<file path="src/hw/rtl/voxel_ray_traversal_unit_macros.svh">
// Assertion helpers for the voxel ray traversal unit.
`ifndef VOXEL_RAY_TRAVERSAL_UNIT_MACROS_SVH
`define VOXEL_RAY_TRAVERSAL_UNIT_MACROS_SVH

`ifndef SYNTHESIS
`define VRT_ASSERT_IMPL(label, clk, rst_n, a, c) \
	label: assert property (@(posedge clk) disable iff (!rst_n) (a) |-> (c)) \
		else $error("implication check failed");
`define VRT_ASSERT_NEVER(label, clk, rst_n, a) \
	label: assert property (@(posedge clk) disable iff (!rst_n) !(a)) \
		else $error("forbidden condition seen");
`else
`define VRT_ASSERT_IMPL(label, clk, rst_n, a, c)
`define VRT_ASSERT_NEVER(label, clk, rst_n, a)
`endif

`endif

</file>
<file path="src/hw/rtl/vrt_pkg.sv">
package vrt_pkg;

	localparam logic [31:0] TINF = 32'hFFFF_FFFF;
	localparam int FRAC_MAX = 24;
	localparam int QDEPTH = 2;

	localparam logic [1:0] KIND_QUERY  = 2'd0;
	localparam logic [1:0] KIND_HIT    = 2'd1;
	localparam logic [1:0] KIND_MISS   = 2'd2;
	localparam logic [1:0] KIND_REJECT = 2'd3;

	typedef enum logic [1:0] {
		CLS_START,
		CLS_ANSWER,
		CLS_REJECT
	} cls_t;

	typedef enum logic [2:0] {
		ST_IDLE,
		ST_AXIS,
		ST_DIV,
		ST_SQRT,
		ST_MUL,
		ST_NEXT,
		ST_EMIT
	} st_t;

	typedef struct packed {
		cls_t                         cls;
		logic [2:0][31:0]             voxel;
		logic [2:0][FRAC_MAX-1:0]     frac;
		logic [2:0]                   d_pos;
		logic [2:0]                   d_zero;
		logic [2:0][30:0]             d2;
		logic [31:0]                  n2;
		logic [31:0]                  reach;
		logic                         present;
		logic                         solid;
		logic [15:0]                  block;
	} item_t;

	typedef struct packed {
		logic [1:0] count;
		logic       full;
	} fifo_stat_t;

endpackage

</file>
<file path="src/hw/rtl/vrt_front.sv">
module vrt_front import vrt_pkg::*; #(
	parameter int COORD_INT_BITS = 32,
	parameter int FRAC_BITS = 16
) (
	input  logic             command,
	input  logic [2:0][47:0] origin,
	input  logic [2:0][15:0] dir,
	input  logic [31:0]      reach,
	input  logic             chunk_present,
	input  logic             solid,
	input  logic [15:0]      block_id,
	output item_t            item
);

	localparam int OW = (COORD_INT_BITS + FRAC_BITS > 64) ? 64 : COORD_INT_BITS + FRAC_BITS;
	localparam int SH = 72 - OW;

	always_comb begin
		logic [71:0] raw;
		logic signed [71:0] osx;
		logic signed [71:0] fl;
		logic signed [31:0] sq;
		logic [31:0] n2s;
		n2s = '0;
		item = '0;
		for (int a = 0; a < 3; a++) begin
			// sign bit sits at the top of the coordinate word
			raw = {24'b0, origin[a]};
			osx = $signed(raw << SH) >>> SH;
			fl = osx >>> FRAC_BITS;
			item.voxel[a] = fl[31:0];
			item.frac[a] = FRAC_MAX'(osx[FRAC_BITS-1:0]);
			sq = $signed(dir[a]) * $signed(dir[a]);
			item.d2[a] = sq[30:0];
			n2s = n2s + 32'(unsigned'(sq));
			item.d_zero[a] = (dir[a] == 16'd0);
			item.d_pos[a] = !dir[a][15] && (dir[a] != 16'd0);
		end
		item.n2 = n2s;
		item.reach = reach;
		item.present = chunk_present;
		item.solid = solid;
		item.block = block_id;
		if (command) begin
			item.cls = CLS_ANSWER;
		end else if (n2s == 32'd0) begin
			item.cls = CLS_REJECT;
		end else begin
			item.cls = CLS_START;
		end
	end

endmodule

</file>
<file path="config.mk">
export PLATFORM = sky130hd
export DESIGN_NAME = vrt_front
export DESIGN_NICKNAME = d
export VERILOG_FILES = /design/src/hw/rtl/voxel_ray_traversal_unit_macros.svh /design/src/hw/rtl/vrt_pkg.sv /design/src/hw/rtl/vrt_front.sv
export SDC_FILE = /design/constraint.sdc
export NUM_CORES = 2
export LEC_CHECK = 0
export BUFFER_PORTS_ARGS = -buffer_cell sky130_fd_sc_hd__buf_2
export CAP_MARGIN = 20
export CORE_MARGIN = 3
export CORE_UTILIZATION = 25
export DETAILED_ROUTE_END_ITERATION = 16
export PLACE_DENSITY = 0.47
export SLEW_MARGIN = 30
export SYNTH_ARGS = -nofsm -noshare
export SYNTH_HDL_FRONTEND = slang
export SYNTH_SLANG_ARGS = --single-unit
export TNS_END_PERCENT = 30
</file>
<file path="constraint.sdc">
create_clock -name vclk -period 12.15
set_input_delay 0.6075 -clock vclk [all_inputs]
set_output_delay 0.6075 -clock vclk [all_outputs]
set_load 0.005 [all_outputs]
</file>
; ---- After elaboration in Yosys (flattened, before gate mapping)
; Cells that the tools add are included.
[op_classes]
n_reduce_logical = 13
add_sub_neg = 2
n_mux = 2
multipliers = 3
[ops]
columns = op, count
row1 = $mul 16x16->32, 3
row2 = $add 32x32->32, 2
row3 = $logic_not 16->1, 3
row4 = $reduce_bool 16->1, 3
row5 = $logic_not 32->1, 1
row6 = $mux 2, 2
row7 = $logic_and 1x1->1, 3
row8 = $logic_not 1->1, 3
[totals]
input_bits = 243
elab_cells = 20
reg_bits = 0

; ---- Depth between registers and ports, before layout
[logic_depth]
ltp_word = 6
mapped_depth = 40

; ---- Least setup slack after synthesis
; OpenSTA, ideal clock, no wires.
[synth_timing]
kind = input port to output port
startpoint = input dir[47] (netlist name)
endpoint = output item[350] (netlist name)
n_path_buf = 2
stages = 36
path_slack_ps = 2487
t_arrival_ps = 9055
path_cell_list = clkbuf_1 > clkbuf_1 > nand2_1 > inv_1 > fa_1 > inv_1 > fa_1 > inv_1 > fa_1 > fa_1 > fa_1 > inv_1 > fa_1 > inv_1 > ha_1 > a211oi_1 > nand2_1 > or3b_2 > a21o_1 > nor2b_1 > a21oi_1 > o21bai_1 > a21o_1 > a21o_1 > xnor2_1 > fa_1 > inv_1 > ha_1 > a21o_1 > a21o_1 > a221oi_1 > nor2b_1 > xnor2_1 > nor2_1 > or4b_1 > nor4_2
[synth_lines]
columns = item, line_no
row1 = start: declaration, vrt_front.sv:7  ; input logic [2:0][15:0] dir,
row2 = end: declaration, vrt_front.sv:12  ; output item_t item

==> reports/qor.yml <==
hold_path.startpoint: "block_id[15]"
grt_usage: 0.135
ant_nets: 0
drc_errors: 0
fmax_mhz: 91.0
cp_max_fo: 21
synth_cell_type_count: 64
wl_per_cell_um: 16.8
gp_congestion: 0.837
grt_pass1_wl_um: 134000
layout_commonest_cell: "inv_1"
maxCapViolations: 0
synth_area_um2: 31100
utilization: 0.263
layout.nets: 4705
syn_to_final_growth_pct: 3.60
port_buffers: 179
fin_crit_sh: 0.904
holdPathStages: 0
yosys_warnings: 0
coreArea_um2: 123000
grt_start_max_net_pins: 24
yosys-top-cells-area: "fa_1 (48%), inv_1 (13%), ha_1 (12%), buf_4 (5.4%), xnor2_1 (3.4%)"
max_slew_margin: 0.284
fill_cells: 13450
synth_largest_area_cell: "fa_1"
dieHeight_um: 358
min_to: "item[15]"
ys_seq_area_frac: 0
rows: 128
rsz0062_at_grt: "no"
synth_top_area_share: 0.479
hold_buffers: 0
cp-start-kind: "primary input"
crit_path_frequent_cell: "fa_1"
clkbuf_count: 0
dieArea_um2: 128000
dp_slack_ns: 1.17
num_io_pins: 594
outcome: "finished clean"
most-common-layout-cells: "inv_1 (1095), fa_1 (743), ha_1 (290)"
cp.arrival_ns: 10.38
setup_tns_ns: 0
antenna_found_initial: 4
postLayoutSetupSlackWorst_ns: 1.16
hpwl_um: 76000
vias_per_cell: 4.12
hold_viol: 0
post-cts-setup-buffers: 0
vias: 20836
setup_viol: 0
first_pass_iters: 5
cp.required_ns: 11.54
drive_gt1_frac: 0.0636
post-place-cells: 5052
post_cts_resized: 0
crit_slowest_cell: "fa_1"
wirelength_um: 85100
tightest_slew_ns: 1.07
drtIter0Drc: 940
seq_cells: 0
slowest_delay_ns: 0.55
start_util: 0.253
register_area_um2: 0
endpoint_kind: "output pin"
hp-class: "in -> out"
multi_input_area_um2: 25100
syn_inst: 3519
critPathKind: "in -> out"
period_needed_ns: 10.99
grt-ovfl-total: 0
grt_pass1_vias: 23098
final_cells: 5053
drv_slew: 0
syn_avg_cell_area_um2: 8.83
die_x_um: 358
[cells in the mapped netlist, types with 2 or more instances]
cell       number
a211oi_1        6
a2111oi_0       5
clkbuf_1       76
a41o_1          2
a211o_1         5
or3_1          12
nand2_1       250
a21o_1         58
nor4_1         13
o21bai_1       16
xnor2_1       121
nor2_1        106
nand2b_1       30
xor2_1         41
nand4_1         4
o21a_1         14
a21boi_0        3
inv_1        1095
buf_4         225
mux2_2          2
a21oi_1        86
a31o_2         11
o21ai_0        49
and2_1        134
or4b_1          2
o2111ai_1       3
a31oi_1         7
nor2b_1        18
or2_2           9
or4_1           2
o31a_1          5
nor3b_1         2
fa_1          743
and3_1         15
o22ai_1         2
o211ai_1        5
and4_1          4
nand3_1        12
nor3_1         11
o22a_1          2
ha_1          290
[metal layers]
layer	track usage	share of wire	up-vias
met4	0.0111	0.0093	0
met1	0.193	0.47	10569
li1	-	-	9802
met5	0	0	-
met2	0.222	0.46	421
met3	0.0235	0.063	44
[how the worst max path moves through the flow]
stage,from,slack (ns),to
2_1_floorplan,dir[47],2.49,item[350]
5_1_grt,dir[47],0.56,item[81]
3_3_place_gp,dir[47],1.21,item[81]
6_report,dir[47],1.16,item[81]
4_1_cts,dir[47],1.14,item[81]
3_5_place_dp,dir[47],1.17,item[81]
[worst max-delay path: cells and delay by family]
| family | cells | cell delay, ns |
|---|---|---|
| XOR/XNOR | 2 | 0.63 |
| AND/OR/NAND/NOR | 6 | 1.33 |
| buffers and inverters | 8 | 1.55 |
| adder cells (fa/ha/maj) | 9 | 4.11 |
| AO/OA/AOI/OAI | 10 | 2.11 |
[metrics by stage]
step / hold WS, ns / cell area, um2
after floorplan: 1.30 / 31200
after global placement: 1.22 / 32100
after detailed placement: 1.22 / 32200
after CTS: 1.22 / 32200
after global routing: 1.22 / 32200
final: 1.22 / 32200
[logic make-up (layout without fill, tap and decap cells)]
logic type | after synthesis | count (layout) | share of synthesized area
AO/OA/AOI/OAI | 294 | 294 | 0.0624
XOR/XNOR | 162 | 162 | 0.0457
adder cells (fa/ha/maj) | 1033 | 1033 | 0.596
buffers and inverters | 1396 | 1278 | 0.196
multiplexers | 2 | 2 | 0.000725
other | 1 | 28 | 0.000121
AND/OR/NAND/NOR | 631 | 631 | 0.0994
[cell type report]
cell class                 count  area share
antenna                        1   0.0000778
inverter                    1095       0.128
multi-input combinational   2149       0.780
tap                         1625      0.0632
timing repair buffer         183      0.0288
