<file path="src/hw/rtl/voxel_ray_traversal_unit_macros.svh">
// Assertion helpers for the voxel ray traversal unit.
`ifndef VOXEL_RAY_TRAVERSAL_UNIT_MACROS_SVH
`define VOXEL_RAY_TRAVERSAL_UNIT_MACROS_SVH

`ifndef SYNTHESIS
`define VRT_ASSERT_IMPL(label, clk, rst_n, a, c) \
	label: assert property (@(posedge clk) disable iff (!rst_n) (a) |-> (c)) \
		else $error("implication check failed");
`define VRT_ASSERT_NEVER(label, clk, rst_n, a) \
	label: assert property (@(posedge clk) disable iff (!rst_n) !(a)) \
		else $error("forbidden condition seen");
`else
`define VRT_ASSERT_IMPL(label, clk, rst_n, a, c)
`define VRT_ASSERT_NEVER(label, clk, rst_n, a)
`endif

`endif

</file>
<file path="src/hw/rtl/vrt_pkg.sv">
package vrt_pkg;

	localparam logic [31:0] TINF = 32'hFFFF_FFFF;
	localparam int FRAC_MAX = 24;
	localparam int QDEPTH = 2;

	localparam logic [1:0] KIND_QUERY  = 2'd0;
	localparam logic [1:0] KIND_HIT    = 2'd1;
	localparam logic [1:0] KIND_MISS   = 2'd2;
	localparam logic [1:0] KIND_REJECT = 2'd3;

	typedef enum logic [1:0] {
		CLS_START,
		CLS_ANSWER,
		CLS_REJECT
	} cls_t;

	typedef enum logic [2:0] {
		ST_IDLE,
		ST_AXIS,
		ST_DIV,
		ST_SQRT,
		ST_MUL,
		ST_NEXT,
		ST_EMIT
	} st_t;

	typedef struct packed {
		cls_t                         cls;
		logic [2:0][31:0]             voxel;
		logic [2:0][FRAC_MAX-1:0]     frac;
		logic [2:0]                   d_pos;
		logic [2:0]                   d_zero;
		logic [2:0][30:0]             d2;
		logic [31:0]                  n2;
		logic [31:0]                  reach;
		logic                         present;
		logic                         solid;
		logic [15:0]                  block;
	} item_t;

	typedef struct packed {
		logic [1:0] count;
		logic       full;
	} fifo_stat_t;

endpackage

</file>
<file path="src/hw/rtl/vrt_fifo.sv">
module vrt_fifo import vrt_pkg::*; (
	input  logic       clk,
	input  logic       arst_n,
	input  logic       in_valid,
	output logic       in_ready,
	input  item_t      in_item,
	output logic       out_valid,
	input  logic       out_ready,
	output item_t      out_item,
	output fifo_stat_t stat
);

	item_t      mem_q [QDEPTH];
	logic       wr_ptr_q;
	logic       rd_ptr_q;
	logic [1:0] cnt_q;
	logic       push;
	logic       pop;

	assign in_ready = (cnt_q != 2'(QDEPTH));
	assign out_valid = (cnt_q != 2'd0);
	assign out_item = mem_q[rd_ptr_q];
	assign push = in_valid && in_ready;
	assign pop = out_valid && out_ready;
	assign stat.count = cnt_q;
	assign stat.full = !in_ready;

	always_ff @(posedge clk) begin
		if (push) begin
			mem_q[wr_ptr_q] <= in_item;
		end
	end

	always_ff @(posedge clk or negedge arst_n) begin
		if (!arst_n) begin
			wr_ptr_q <= 1'b0;
			rd_ptr_q <= 1'b0;
			cnt_q <= 2'd0;
		end else begin
			if (push) wr_ptr_q <= !wr_ptr_q;
			if (pop) rd_ptr_q <= !rd_ptr_q;
			cnt_q <= cnt_q + 2'(push) - 2'(pop);
		end
	end

endmodule

</file>
<file path="config.mk">
export PLATFORM = sky130hd
export DESIGN_NAME = vrt_fifo
export DESIGN_NICKNAME = d
export VERILOG_FILES = /design/src/hw/rtl/voxel_ray_traversal_unit_macros.svh /design/src/hw/rtl/vrt_pkg.sv /design/src/hw/rtl/vrt_fifo.sv
export SDC_FILE = /design/constraint.sdc
export NUM_CORES = 1
export LEC_CHECK = 0
export BUFFER_PORTS_ARGS = -buffer_cell sky130_fd_sc_hd__buf_4
export CORE_AREA = 2 2 280 282
export CTS_CLUSTER_SIZE = 16
export DETAILED_ROUTE_END_ITERATION = 8
export DIE_AREA = 0 0 282 284
export HOLD_SLACK_MARGIN = 0.08
export PLACE_DENSITY = 0.55
export REMOVE_ABC_BUFFERS = 1
export SKIP_LAST_GASP = 1
export SLEW_MARGIN = 20
export SYNTH_ARGS = -nofsm -noshare
export SYNTH_HDL_FRONTEND = slang
export SYNTH_SLANG_ARGS = --single-unit
</file>
<file path="constraint.sdc">
create_clock -name clk -period 16.2 [get_ports clk]
set_input_delay 3.24 -clock clk [delete_from_list [all_inputs] [get_ports clk]]
set_output_delay 3.24 -clock clk [all_outputs]
set_load 0.02 [all_outputs]
</file>
# Word level (Yosys, flattened, before mapping)
# Memory sizes are Yosys's and may differ from the RTL's.
# Index checks and enable logic that the tools add are counted.
# op_classes
mux	2
reduce_logical	6
addsub	2
n_eq_ne	1
# ops
cell	n
1-bit zero test	3
2-bit by 1-bit adder with 2-bit output	1
1-bit logical AND	2
1-bit 2-to-1 mux	2
2-bit != test (second input constant)	1
2-bit nonzero test	1
2-bit by 1-bit subtractor with 2-bit output	1
# totals
memories	1
register_bits	4
inputBits	355
mem_bits_rw	702
# mem_list
name	words	width	rd	rd_ports_with_merged_regs	wr	line_no	rtl
mem_q	2	351	1	0	1	vrt_fifo.sv:13	item_t mem_q [QDEPTH];

# Longest topological paths before layout
# depth
word_depth	4
mapped_depth	7
ltp_nobuf	7

# Worst setup path after synthesis
# No wires, ideal clock.
# synth_timing
path_kind	input-to-reg
start	input port in_valid
end	memory mem_q[0][0] in the netlist's numbering (enable)
arrival_time_ns	17.867
stages	2
path_slack_ns	-2.739
required_ns	15.128
path_buffers	0
setup_time_ns	1.072
cell_sequence	nand2_1 nor2_1
# synth_between
elab_chain_cells	3
# synth_lines
item	line_no	rtl
start, declared	vrt_fifo.sv:4	input logic in_valid,
1-bit logical AND	vrt_fifo.sv:23	assign push = in_valid && in_ready;
1-bit 2-to-1 mux	vrt_fifo.sv:29	if (push) begin
1-bit 2-to-1 mux (implied by the code)	vrt_fifo.sv:30	mem_q[wr_ptr_q] <= in_item;
end, declared	vrt_fifo.sv:13	
# Every way passes these cells.

==> results.txt <==
First-pass iteration count of the detailed router = 5
Time the worst path needs with I/O delays and setup = 7.49 ns
Number of port buffers = 710
CP max stage delay = 1.08 ns
Area growth, synth to finish = 34.6%
Reg2Reg Depth = 4
Die Span Y = 284 um
Clock Latency Late Sink = 0.61 ns
Slew Limit Headroom = 23.0%
Drt wl/cell = 21.7 um
Post-synthesis register bit count = 706
Nature of the critical path startpoint = register
CTS resizes = 0
Yosys top cell area share = 82.1%
CP max-delay cell = dfrtp_4
Antenna Nets Post-Route = 0
Final setup margin = 8.71 ns
Reg2reg start = cnt_q[0]
Vias per cell = 4.45
Initial DRC Count = 759
Commonest non-fill, non-tap cell in the layout = buf_4
Row cnt = 102
Max Clock Freq = 0.133 GHz
Vias in the first global route = 14300
Via count = 13200
Fin nets = 2228
Critical path, cell by cell = buf_4, buf_4, mux2_1, buf_4
WHS Path Cells = 1
Die ar. = 80100 sq um
Maximum VDD drop = 0.148 mV
Root Buffer = clkbuf_16
Horiz. Die Dim = 282 um
WP buf/inv = 3
Critical path class = register to output pin
Crit end category = output pin
Layout Skew = 0.0244 ns
Outcome = completed
Total power = 0.00661 W
Post-synthesis cell area = 25700 sq um
Leakage = 12.7 nW
Cts hold-fix bufs = 0
Max-slew violations = 0
Pwr Density = 191 nW/um^2
CTS tree = yes
Clock buffer depth = 3
Crit. path cell count = 4
Max FO, Critical Path = 72
Delay-heaviest family, CP = buffers and inverters
Crit path required time = 12.96 ns
Synth Instances = 1110
Final hold vios = 0
Period utilization = 46.2%
Crit path DAT = 4.25 ns
Final wirelength = 64500 um
RSZ-0062 raised after global routing = no
Class of the worst hold path = register to register
Hold_sp = wr_ptr_q
Post-synthesis sequential area ratio = 82.5%
Layout Utilization = 44.9%
HPWL Detailed = 44800 um
Yosys cell types = 18
Post-Place Worst Slack = 9.25 ns
Hold Slack = 0.554 ns
Total Routing Usage GR = 15.5%
Number of max-cap violations = 0
CTS clk-pin slew, worst paths = 0.05 ns
GR Overflow Total = 0
H-Tree Depth = 3
Syn avg cell area = 23.1 sq um
# setup viols final = 0
First-pass GRT wire length = 91300 um
CP dominant cell by count = buf_4
Area leader, netlist = edfxtp_1
Core box area = 77000 sq um
Clock sink count = 706
Share of layout cells above drive strength 1 = 59.0%
Most frequent cells in the layout = buf_4 (716), edfxtp_1 (702), mux2_2 (303)
GP Congestion = 0.824
Worst Max-Slew Pin Slew = 1.15 ns
Pin count of the biggest net entering global routing = 168
Starting Density = 33.3%
DRC Markers = 0
Initial antenna violation count = 8
Setup repair bufs after CTS = 0
Boundary Pins = 711
Yosys warns = 0
TritonCTS Buffers = 78
Critical Path Start = rd_ptr_q
Synth top area cells = edfxtp_1 (82%), mux2_2 (13%), mux2_1 (1.7%), buf_6 (1.4%), mux2_4 (0.59%)
[cells in the mapped netlist]
cell	number
edfxtp_1	702
mux2_2	303
nand2b_1	1
and2_1	1
mux2_4	10
ha_1	2
nor2_1	1
buf_2	7
inv_1	2
dfrtp_1	4
xnor2_1	3
nand2_1	1
and3_1	1
xor2_1	1
buf_4	1
buf_6	31
mux2_1	38
or2_2	1
[area by class of cell]
cell class / count / area [sq um]
Fill cell: 6787 / 42400
Sequential cell: 706 / 21200
Timing Repair Buffer: 720 / 5460
Multi-Input combinational cell: 363 / 4100
Clock buffer: 100 / 2080
Tap cell: 1040 / 1300
Clock inverter: 37 / 389
Antenna cell: 5 / 12.5
Inverter: 2 / 7.51
[per-stage QoR]
stage	instances	TNS [ns]	area, sq um
5_1_grt	2973	0	34500
6_report	2973	0	34500
3_5_place_dp	2830	0	32000
3_3_place_gp	2830	0	32000
4_1_cts	2967	0	34500
2_1_floorplan	1071	-961.32	25300
[worst reg2reg max path: stages, from the launching register on]
cell and delay (ns):
dfrtp_1 0.44, nand2b_1 0.26, and3_4 0.75, buf_4 0.82, buf_4 0.93
[routing by layer]
metal	vias to the layer above	track usage (%)	wire [um]
met4	6	7.30	2590
li1	5983	-	-
met2	490	27.9	34200
met5	-	0	37
met1	6619	15.7	22000
met3	137	5.73	5610
[state kept, by name, summed over array words and instances, names as in the netlist]
name / cells
cnt_q: 2
wr_ptr_q: 1
rd_ptr_q: 1
mem_q: 702
[final timing paths]
check                      slack [ns]            to
setup / recovery                 8.71  out_item[91]
hold / removal                   0.55      wr_ptr_q
setup reg to reg                12.51  mem_q[1][31]
hold reg to reg                  0.55      wr_ptr_q
max in group asynchronous       13.67      rd_ptr_q
min in group asynchronous        2.42      rd_ptr_q
[power by group]
group | switching (W) | total (W) | internal [W]
registers | 0.000130 | 0.00264 | 0.00251
logic | 0.00130 | 0.00228 | 0.000975
clock network | 0.000693 | 0.00170 | 0.00100
total | 0.00213 | 0.00661 | 0.00448
[kinds of logic after synthesis]
family / synth area share [%]
flops: 82.5
xor+xnor: 0.137
simple gates: 0.127
buf+inv: 1.56
mux: 15.5
fa+ha+maj: 0.0975
No activity file was read; power rests on OpenSTA's default activity.
