**config.mk**
```make
export PLATFORM = sky130hd
export DESIGN_NAME = vrt_back
export DESIGN_NICKNAME = d
export VERILOG_FILES = /design/src/hw/rtl/voxel_ray_traversal_unit_macros.svh /design/src/hw/rtl/vrt_pkg.sv /design/src/hw/rtl/vrt_back.sv
export SDC_FILE = /design/constraint.sdc
export NUM_CORES = 2
export LEC_CHECK = 0
export BUFFER_PORTS_ARGS = -buffer_cell sky130_fd_sc_hd__buf_2
export CORE_ASPECT_RATIO = 1.1
export CORE_UTILIZATION = 45
export DETAILED_ROUTE_END_ITERATION = 6
export GPL_TIMING_DRIVEN = 0
export PLACE_DENSITY = 0.72
export SLEW_MARGIN = 20
export SYNTH_ARGS = -nofsm -noshare
export SYNTH_HDL_FRONTEND = slang
export SYNTH_SLANG_ARGS = --single-unit
export TNS_END_PERCENT = 10
```
**constraint.sdc**
```tcl
create_clock -name clk -period 12.1 [get_ports clk]
set_input_delay 1.815 -clock clk [delete_from_list [all_inputs] [get_ports clk]]
set_output_delay 1.815 -clock clk [all_outputs]
set_load 0.005 [all_outputs]
```
**src/hw/rtl/voxel_ray_traversal_unit_macros.svh**
```systemverilog
// Assertion helpers for the voxel ray traversal unit.
`ifndef VOXEL_RAY_TRAVERSAL_UNIT_MACROS_SVH
`define VOXEL_RAY_TRAVERSAL_UNIT_MACROS_SVH

`ifndef SYNTHESIS
`define VRT_ASSERT_IMPL(label, clk, rst_n, a, c) \
	label: assert property (@(posedge clk) disable iff (!rst_n) (a) |-> (c)) \
		else $error("implication check failed");
`define VRT_ASSERT_NEVER(label, clk, rst_n, a) \
	label: assert property (@(posedge clk) disable iff (!rst_n) !(a)) \
		else $error("forbidden condition seen");
`else
`define VRT_ASSERT_IMPL(label, clk, rst_n, a, c)
`define VRT_ASSERT_NEVER(label, clk, rst_n, a)
`endif

`endif

```
**src/hw/rtl/vrt_pkg.sv**
```systemverilog
package vrt_pkg;

	localparam logic [31:0] TINF = 32'hFFFF_FFFF;
	localparam int FRAC_MAX = 24;
	localparam int QDEPTH = 2;

	localparam logic [1:0] KIND_QUERY  = 2'd0;
	localparam logic [1:0] KIND_HIT    = 2'd1;
	localparam logic [1:0] KIND_MISS   = 2'd2;
	localparam logic [1:0] KIND_REJECT = 2'd3;

	typedef enum logic [1:0] {
		CLS_START,
		CLS_ANSWER,
		CLS_REJECT
	} cls_t;

	typedef enum logic [2:0] {
		ST_IDLE,
		ST_AXIS,
		ST_DIV,
		ST_SQRT,
		ST_MUL,
		ST_NEXT,
		ST_EMIT
	} st_t;

	typedef struct packed {
		cls_t                         cls;
		logic [2:0][31:0]             voxel;
		logic [2:0][FRAC_MAX-1:0]     frac;
		logic [2:0]                   d_pos;
		logic [2:0]                   d_zero;
		logic [2:0][30:0]             d2;
		logic [31:0]                  n2;
		logic [31:0]                  reach;
		logic                         present;
		logic                         solid;
		logic [15:0]                  block;
	} item_t;

	typedef struct packed {
		logic [1:0] count;
		logic       full;
	} fifo_stat_t;

endpackage

```
**src/hw/rtl/vrt_back.sv**
```systemverilog
module vrt_back import vrt_pkg::*; #(
	parameter int FRAC_BITS = 16
) (
	input  logic             clk,
	input  logic             arst_n,
	input  logic             in_valid,
	output logic             in_ready,
	input  item_t            in_item,
	output logic             out_valid,
	input  logic             out_ready,
	output logic [1:0]       kind,
	output logic [2:0][31:0] voxel,
	output logic [2:0][1:0]  normal,
	output logic [31:0]      distance,
	output logic [15:0]      hit_block
);

	localparam int NW = 32 + 2 * FRAC_BITS;

	st_t state_q, state_n;
	item_t ent_q;
	logic [1:0] axis_q;
	logic [6:0] cnt_q;
	logic [NW-1:0] num_q;
	logic [32:0] rem_q;
	logic [63:0] sq_q;
	logic [33:0] srem_q;
	logic [31:0] root_q;
	logic inf_q;

	logic busy_q, at_origin_q;
	logic [2:0][31:0] vox_q;
	logic [2:0] pos_q, zero_q;
	logic [2:0][31:0] bt_q, td_q;
	logic [31:0] trav_q, reach_q;
	logic [2:0][1:0] norm_q;

	logic out_free;
	logic out_load;
	logic [1:0] kind_n;
	logic [2:0][31:0] voxel_n;
	logic [2:0][1:0] normal_n;
	logic [31:0] dist_n;
	logic [15:0] block_n;

	// traversal step
	logic [1:0] sel;
	logic [31:0] bt_sel, td_sel, bt_new;
	logic [32:0] bt_sum;
	logic [2:0][31:0] vox_step;
	logic [2:0][1:0] norm_step;
	logic step_miss;
	logic hit;

	// divider, root and boundary datapath
	logic [32:0] div_r;
	logic div_ge;
	logic [NW-1:0] num_n;
	logic [79:0] quo_ext;
	logic [33:0] srem_t, trial;
	logic sq_ge;
	logic [FRAC_BITS:0] bdist;
	logic [31:0] delta;
	logic [FRAC_BITS+32:0] prod;
	logic [31:0] bt_init;

	assign out_free = !out_valid || out_ready;
	assign hit = in_item.present && in_item.solid;

	always_comb begin
		if (bt_q[0] < bt_q[1] && bt_q[0] < bt_q[2]) begin
			sel = 2'd0;
		end else if (bt_q[1] < bt_q[2]) begin
			sel = 2'd1;
		end else begin
			sel = 2'd2;
		end
		bt_sel = bt_q[sel];
		td_sel = td_q[sel];
		bt_sum = {1'b0, bt_sel} + {1'b0, td_sel};
		bt_new = (bt_sel == TINF || td_sel == TINF || bt_sum[32]) ? TINF : bt_sum[31:0];
		vox_step = vox_q;
		norm_step = '0;
		if (!zero_q[sel]) begin
			vox_step[sel] = pos_q[sel] ? vox_q[sel] + 32'd1 : vox_q[sel] - 32'd1;
			norm_step[sel] = pos_q[sel] ? 2'b11 : 2'b01;
		end
		step_miss = (bt_sel == TINF) || (bt_sel > reach_q);
	end

	always_comb begin
		div_r = {rem_q[31:0], num_q[NW-1]};
		div_ge = div_r >= {2'b0, ent_q.d2[axis_q]};
		num_n = {num_q[NW-2:0], div_ge};
		quo_ext = 80'(num_n);
		srem_t = {srem_q[31:0], sq_q[63:62]};
		trial = {root_q, 2'b01};
		sq_ge = srem_t >= trial;
		bdist = pos_q[axis_q]
			? ((FRAC_BITS+1)'(1) << FRAC_BITS)
				- (FRAC_BITS+1)'(ent_q.frac[axis_q][FRAC_BITS-1:0])
			: (FRAC_BITS+1)'(ent_q.frac[axis_q][FRAC_BITS-1:0]);
		delta = inf_q ? TINF : root_q;
		prod = (FRAC_BITS+33)'(bdist) * (FRAC_BITS+33)'(delta);
		if (inf_q) begin
			bt_init = (bdist != '0) ? TINF : 32'd0;
		end else begin
			bt_init = prod[FRAC_BITS+31:FRAC_BITS];
		end
	end

	always_comb begin
		state_n = state_q;
		unique case (state_q)
			ST_IDLE: begin
				if (in_valid && out_free && in_item.cls == CLS_START) state_n = ST_AXIS;
			end
			ST_AXIS: state_n = ent_q.d_zero[axis_q] ? ST_NEXT : ST_DIV;
			ST_DIV:  state_n = (cnt_q == 7'(NW - 1)) ? ST_SQRT : ST_DIV;
			ST_SQRT: state_n = (cnt_q == 7'd31) ? ST_MUL : ST_SQRT;
			ST_MUL:  state_n = ST_NEXT;
			ST_NEXT: state_n = (axis_q == 2'd2) ? ST_EMIT : ST_AXIS;
			ST_EMIT: state_n = out_free ? ST_IDLE : ST_EMIT;
			default: state_n = ST_IDLE;
		endcase
	end

	always_comb begin
		in_ready = 1'b0;
		out_load = 1'b0;
		kind_n = KIND_QUERY;
		voxel_n = '0;
		normal_n = '0;
		dist_n = '0;
		block_n = '0;
		unique case (state_q)
			ST_IDLE: begin
				in_ready = out_free;
				if (in_valid && out_free) begin
					unique case (in_item.cls)
						CLS_REJECT: begin
							out_load = 1'b1;
							kind_n = KIND_REJECT;
						end
						CLS_ANSWER: begin
							out_load = busy_q;
							if (hit) begin
								kind_n = KIND_HIT;
								voxel_n = vox_q;
								normal_n = at_origin_q ? '0 : norm_q;
								dist_n = at_origin_q ? 32'd0 : trav_q;
								block_n = in_item.block;
							end else if (step_miss) begin
								kind_n = KIND_MISS;
							end else begin
								voxel_n = vox_step;
							end
						end
						default: ;
					endcase
				end
			end
			ST_EMIT: begin
				out_load = out_free;
				voxel_n = vox_q;
			end
			default: ;
		endcase
	end

	always_ff @(posedge clk or negedge arst_n) begin
		if (!arst_n) begin
			state_q <= ST_IDLE;
			busy_q <= 1'b0;
			at_origin_q <= 1'b0;
		end else begin
			state_q <= state_n;
			if (state_q == ST_IDLE && in_valid && out_free) begin
				unique case (in_item.cls)
					CLS_START: begin
						busy_q <= 1'b1;
						at_origin_q <= 1'b1;
					end
					CLS_REJECT: busy_q <= 1'b0;
					CLS_ANSWER: begin
						if (busy_q) begin
							at_origin_q <= 1'b0;
							if (hit || step_miss) busy_q <= 1'b0;
						end
					end
					default: ;
				endcase
			end
		end
	end

	always_ff @(posedge clk) begin
		unique case (state_q)
			ST_IDLE: begin
				if (in_valid && out_free) begin
					if (in_item.cls == CLS_START) begin
						ent_q <= in_item;
						vox_q <= in_item.voxel;
						pos_q <= in_item.d_pos;
						zero_q <= in_item.d_zero;
						trav_q <= 32'd0;
						reach_q <= in_item.reach;
						norm_q <= '0;
						axis_q <= 2'd0;
					end else if (in_item.cls == CLS_ANSWER && busy_q && !hit) begin
						vox_q <= vox_step;
						trav_q <= bt_sel;
						bt_q[sel] <= bt_new;
						norm_q <= norm_step;
					end
				end
			end
			ST_AXIS: begin
				if (ent_q.d_zero[axis_q]) begin
					td_q[axis_q] <= TINF;
					bt_q[axis_q] <= TINF;
				end
				cnt_q <= 7'd0;
				num_q <= NW'({ent_q.n2, {(2*FRAC_BITS){1'b0}}});
				rem_q <= 33'd0;
			end
			ST_DIV: begin
				num_q <= num_n;
				rem_q <= div_ge ? div_r - {2'b0, ent_q.d2[axis_q]} : div_r;
				cnt_q <= cnt_q + 7'd1;
				if (cnt_q == 7'(NW - 1)) begin
					// quotient past 64 bits saturates the delta
					sq_q <= quo_ext[63:0];
					inf_q <= |quo_ext[79:64];
					cnt_q <= 7'd0;
					srem_q <= 34'd0;
					root_q <= 32'd0;
				end
			end
			ST_SQRT: begin
				sq_q <= {sq_q[61:0], 2'b00};
				srem_q <= sq_ge ? srem_t - trial : srem_t;
				root_q <= {root_q[30:0], sq_ge};
				cnt_q <= cnt_q + 7'd1;
			end
			ST_MUL: begin
				td_q[axis_q] <= delta;
				bt_q[axis_q] <= bt_init;
			end
			ST_NEXT: begin
				if (axis_q != 2'd2) axis_q <= axis_q + 2'd1;
			end
			default: ;
		endcase
	end

	always_ff @(posedge clk or negedge arst_n) begin
		if (!arst_n) begin
			out_valid <= 1'b0;
		end else if (out_load) begin
			out_valid <= 1'b1;
		end else if (out_ready) begin
			out_valid <= 1'b0;
		end
	end

	always_ff @(posedge clk) begin
		if (out_load) begin
			kind <= kind_n;
			voxel <= voxel_n;
			normal <= normal_n;
			distance <= dist_n;
			hit_block <= block_n;
		end
	end

endmodule

```
* Yosys cells after proc, flatten, opt, wreduce, memory -nomap -nowiden *
Cells that the tools add are included.

operators by class
  add/sub/neg operators = 8
  multiply operators = 1
  $lt $le $gt $ge = 10
  eq/ne operators = 23
  multiplexer cells = 89
  bitwise gates (word level) = 7
  reduce and logical (&&, ||, !) cells = 40

operators with widths
  kind                   count
  $mux 96                12
  $bwmux 96              4
  $mux 32                12
  $pmux 96 s2            2
  $pmux 96 s3            1
  $pmux 64 s2            2
  $bmux 32 s2            3
  $or 96x96->96          2
  $pmux 32 s2            3
  $demux 32 s2           2
  $lt 32x32->1           3
  $eq 32x32->1 const B   2
  $mux 64                1
  $bmux 31 s2            1
  $bmux 24 s2            1
  $mul 17x32->48         1
  $ge 34x34->1           1
  $add 32x32->33         1
  $ge 33x31->1           1
  $add 32x1->32 const B  1
  $gt 32x32->1           1
  $sub 32x1->32 const B  1
  $sub 32x31->32         1
  $sub 32x32->32         1
  other kinds (43)       118

storage, ports and cells
  flip-flop bits (word level) = 952
  input bits = 355
  output and inout port bits = 154
  logic and storage cells = 221

* Longest topological paths before layout *
  word-level depth = 14
  mapped depth = 38
  mapped depth without buffers = 36

* Worst setup path after synthesis *
No wires, ideal clock.

  path type = input to register
  start = input port out_ready
  end = register distance[0] (enable)
  setup time = 0.875 ns
  arrival = 13.165 ns
  required time = 11.225 ns
  path slack = -1.940 ns
  stages on the path = 5
  path buffers = 0
  path through = nand2b_1 > nand2_1 > nor4_1 > nand2_1 > o21ai_0

between the ends
  longest elaborated chain between the ends = 4

ends and longest elaborated chain
  what                  RTL line         source
  start, declared       vrt_back.sv:10   input logic out_ready,
  $logic_or 1x1->1 (*)  vrt_back.sv:67   assign out_free = !out_valid || out_ready;
  $logic_and 1x1->1     vrt_back.sv:139  if (in_valid && out_free) begin
  $mux 1                vrt_back.sv:139
  $pmux 1 s2 (*)        vrt_back.sv:136  unique case (state_q)
  net out_load          vrt_back.sv:39   logic out_load;
  end signal, assigned  vrt_back.sv:272  distance <= dist_n;
  end, declared         vrt_back.sv:14   output logic [31:0] distance,

The timed path passes the listed nets; every way through them passes the cells marked *.
A chain may end at the register's enable or synchronous reset.

* Worst setup path after layout *
  start = register axis_q[1]
  end = register bt_q[62] (netlist name) (data pin)

between the ends
  longest elaborated chain between the ends = 7
  elaborated cells on any way between the ends = 16
  those cells by class = 1 x add/sub; 1 x mul; 2 x order compare; 10 x mux; 1 x bitwise; 1 x reduce/logical

ends and longest elaborated chain
  what                                                                       RTL line                                           source
  start, declared                                                            vrt_back.sv:22                                     logic [1:0] axis_q;
  start signal, assigned                                                     vrt_back.sv:251                                    if (axis_q != 2'd2) axis_q <= axis_q + 2'd1;
  $bmux 24 s2 (tied with other cells)                                        vrt_back.sv:101, vrt_back.sv:102
  $mux 16 (not written as such) / $logic_and 1x1->1 (equally long branches)  n/a
  $sub 17x16->17 / $mux 32 (equally long branches)                           vrt_back.sv:101, vrt_back.sv:221, vrt_back.sv:248
  $mux 17 / $demux 32 s2 (equally long branches)                             vrt_back.sv:100, vrt_back.sv:221, vrt_back.sv:248
  $mul 17x32->48 / $or 96x96->96 (equally long branches)                     n/a
  $bwmux 96 / $mux 96 (equally long branches)                                vrt_back.sv:248, vrt_back.sv:219
  $pmux 96 s3 (*)                                                            vrt_back.sv:198                                    unique case (state_q)
  end signal, assigned by index                                              vrt_back.sv:213                                    bt_q[sel] <= bt_new;
  end signal, assigned by index                                              vrt_back.sv:248                                    bt_q[axis_q] <= bt_init;
  end, declared                                                              vrt_back.sv:34                                     logic [2:0][31:0] bt_q, td_q;

Every way passes the cells marked *; elsewhere a longest branch is shown, timed or not. The select of a mux whose other input is x is not followed.

==> out/metrics.csv <==
metric,value,unit
outcome,"complete, no violations",
max frequency,0.0870,GHz
distinct cell type count after synthesis,107,
"critical path fanouts, max",10,
"flops & latches, synth",928,
"FFs w/ async S/R, synth",0.647,%
DP Wirelength,168,mm
Die Y-Extent,408,um
layout net count,8531,
fin util,51.8,%
final hold slack,486,ps
Via density,5.76,
port bufs,484,
DR DRC count,0,
Cells after Synth,6731,
Post-synth EDFFs,922,
Slew @ Worst Pin,1290,ps
top_reg_cell synth,edfxtp_1,
top post-synthesis cells by area,"edfxtp_1, fa_1, ha_1, nand2_1, inv_1",
IO Count,509,
Root Buffer,clkbuf_16,
area of the multi-input gates,35300,um2
die area,151000,um2
final RePlAce weighted congestion,1.01,
max_slew headroom,13.2,%
clock sink count,928,
worst IR drop on VDD,0.000205,V
Leakage,32.9,nW
TritonCTS clock tree,yes,
most frequent CP cell,fa_1,
synth cell count leaders,"nand2_1, edfxtp_1, inv_1, nor2_1, fa_1",
unrepaired setup endpoints after global routing,false,
GRT Overall Usage,28.1,%
sequential share of the synthesized area,41.3,%
Placed Cells incl. Taps,9199,
Crit-path slowest cell,xnor2_1,
P&R area growth vs syn,14.1,%
die width,371,um
Tcrit/Tclk final,95.0,%
Worst EP arrival,12100,ps
initial antenna violation count,24,
clk slew on worst S/H paths,60,ps
Row Count,148,
postcts setup bufs,0,
element type at the critical path end,register,
min Tclk post-route,11500,ps
vias post-DR,54207,
vias in the first global route,54080,
Slew Limit Fails,0,
final hold vios,0,
Starting Density,45.4,%
Hold Path Class,register to register,
Syn Area/Cell,10.0,um2
most common cell in the synthesized netlist,nand2_1,
per-cell routed wire length,22.9,um
final setup fails,0,
Core ar.,148000,um2
Worst Skew,112,ps
TritonRoute pass-1 iters,6,
syn nets,7913,
# fillers,13199,
post-route ant nets,0,
largest net degree at the start of global routing,62,
Syn. warnings,0,
GRT overflow,0,
Worst Setup Start Kind,register,
WP data required,12700,ps
DP Worst Slack,-390,ps
Max Cap Viol,0,
"Clk Latency, worst-skew pair",780,ps
leading area contributor after synthesis,edfxtp_1,
CTS Buf Count,98,
CTS Buffer Depth,3,
post-synth top area share,41.1,%
number of H-tree levels,3,
first-pass GRT wire length,322,mm
WL final,215,mm
post-synthesis cell area,67400,um2
pwr dens,155,nW/um2
setup_tns,0,ps
share of cells above drive strength 1,11.2,%
Post-Layout Cell Count,9404,
DRT iter0 DRCs,6121,
CP peak stage delay,650,ps
Crit Path Category,register to register,
Register Area,27800,um2
worst reg2reg setup slack,600,ps
fin worst setup slack,600,ps
report_power, final:
| group | leakage, nW | total (mW) | switching [mW] | internal [mW] |
|---|---|---|---|---|
| Sequential | 8.73 | 3.96 | 0.110 | 3.85 |
| Clock | 1.72 | 3.30 | 1.38 | 1.92 |
| Combinational | 22.4 | 4.68 | 2.86 | 1.82 |
path summary, 6_finish.rpt:
check,from,end,cells after the start
worst max-delay path,axis_q[1],bt_q[62],35
worst min-delay path,sq_q[8],sq_q[10],2
worst max register to register,axis_q[1],bt_q[62],35
worst min register to register,sq_q[8],sq_q[10],2
max in group asynchronous,arst_n,state_q[2],1
min in group asynchronous,arst_n,state_q[1],1
layout make-up:
type,count,area share [%]
multi-input combinational,4694,45.9
sequential,928,36.2
antenna,19,0.0619
clock inverter,77,1.38
clock buffer,109,3.25
buffer,345,1.94
tap,1950,3.18
timing repair buffer,518,4.32
inverter,764,3.73
state kept, by name (all words and copies together), names as in the netlist, 64 cells and up:
signal,count
vox_q,96
sq_q,64
voxel,96
num_q,64
bt_q,96
ent_q,173
td_q,96
layout by cell type (no fill, tap or decap), types with 258 or more instances in the layout:
| cell | Yosys | layout |
|---|---|---|
| o21ai_0 | 342 | 332 |
| edfxtp_1 | 922 | 922 |
| a21oi_1 | 415 | 413 |
| inv_1 | 763 | 763 |
| clkbuf_1 | 248 | 258 |
| nor2_1 | 544 | 543 |
| ha_1 | 378 | 378 |
| fa_1 | 449 | 449 |
| nand2_1 | 1007 | 1007 |
| buf_2 | 44 | 528 |
cells by family after synthesis:
logic type | Yosys count | synth area share (%)
xor+xnor | 136 | 1.78
flops | 928 | 41.3
fa+ha+maj | 827 | 20.4
simple gates | 2248 | 15.2
mux | 215 | 3.22
buf+inv | 1109 | 6.46
compound gates | 1268 | 11.6
through the flow:
step	power (mW)	instance area (um2)
detailed placement	8.62	73200
floorplan	7.32	67400
global placement	8.52	72200
finish	11.9	76800
CTS	11.9	76700
global route	12.7	76800
routing by layer:
metal  vias up  wire length (um)  GRT usage, %
met3       670             20400          5.49
met5         -                46             0
met4         6             14400          17.2
met2      3050             99300          44.9
met1     26262             81000          35.0
li1      24219                 -             -
worst max-delay path: cells and delay by family (launching register included):
| family | cells | cell delay [ps] |
|---|---|---|
| flops | 1 | 600 |
| xor+xnor | 2 | 1230 |
| mux | 1 | 310 |
| buf+inv | 7 | 1260 |
| simple gates | 7 | 2150 |
| fa+ha+maj | 8 | 3580 |
| compound gates | 10 | 2240 |
timing repair:
action	in CTS	in global routing
hold buffers	0	0
resized for setup	2	6
endpoints found under the hold margin	0	0
setup endpoints to repair	29	42
(Power assumes the default switching activity.)
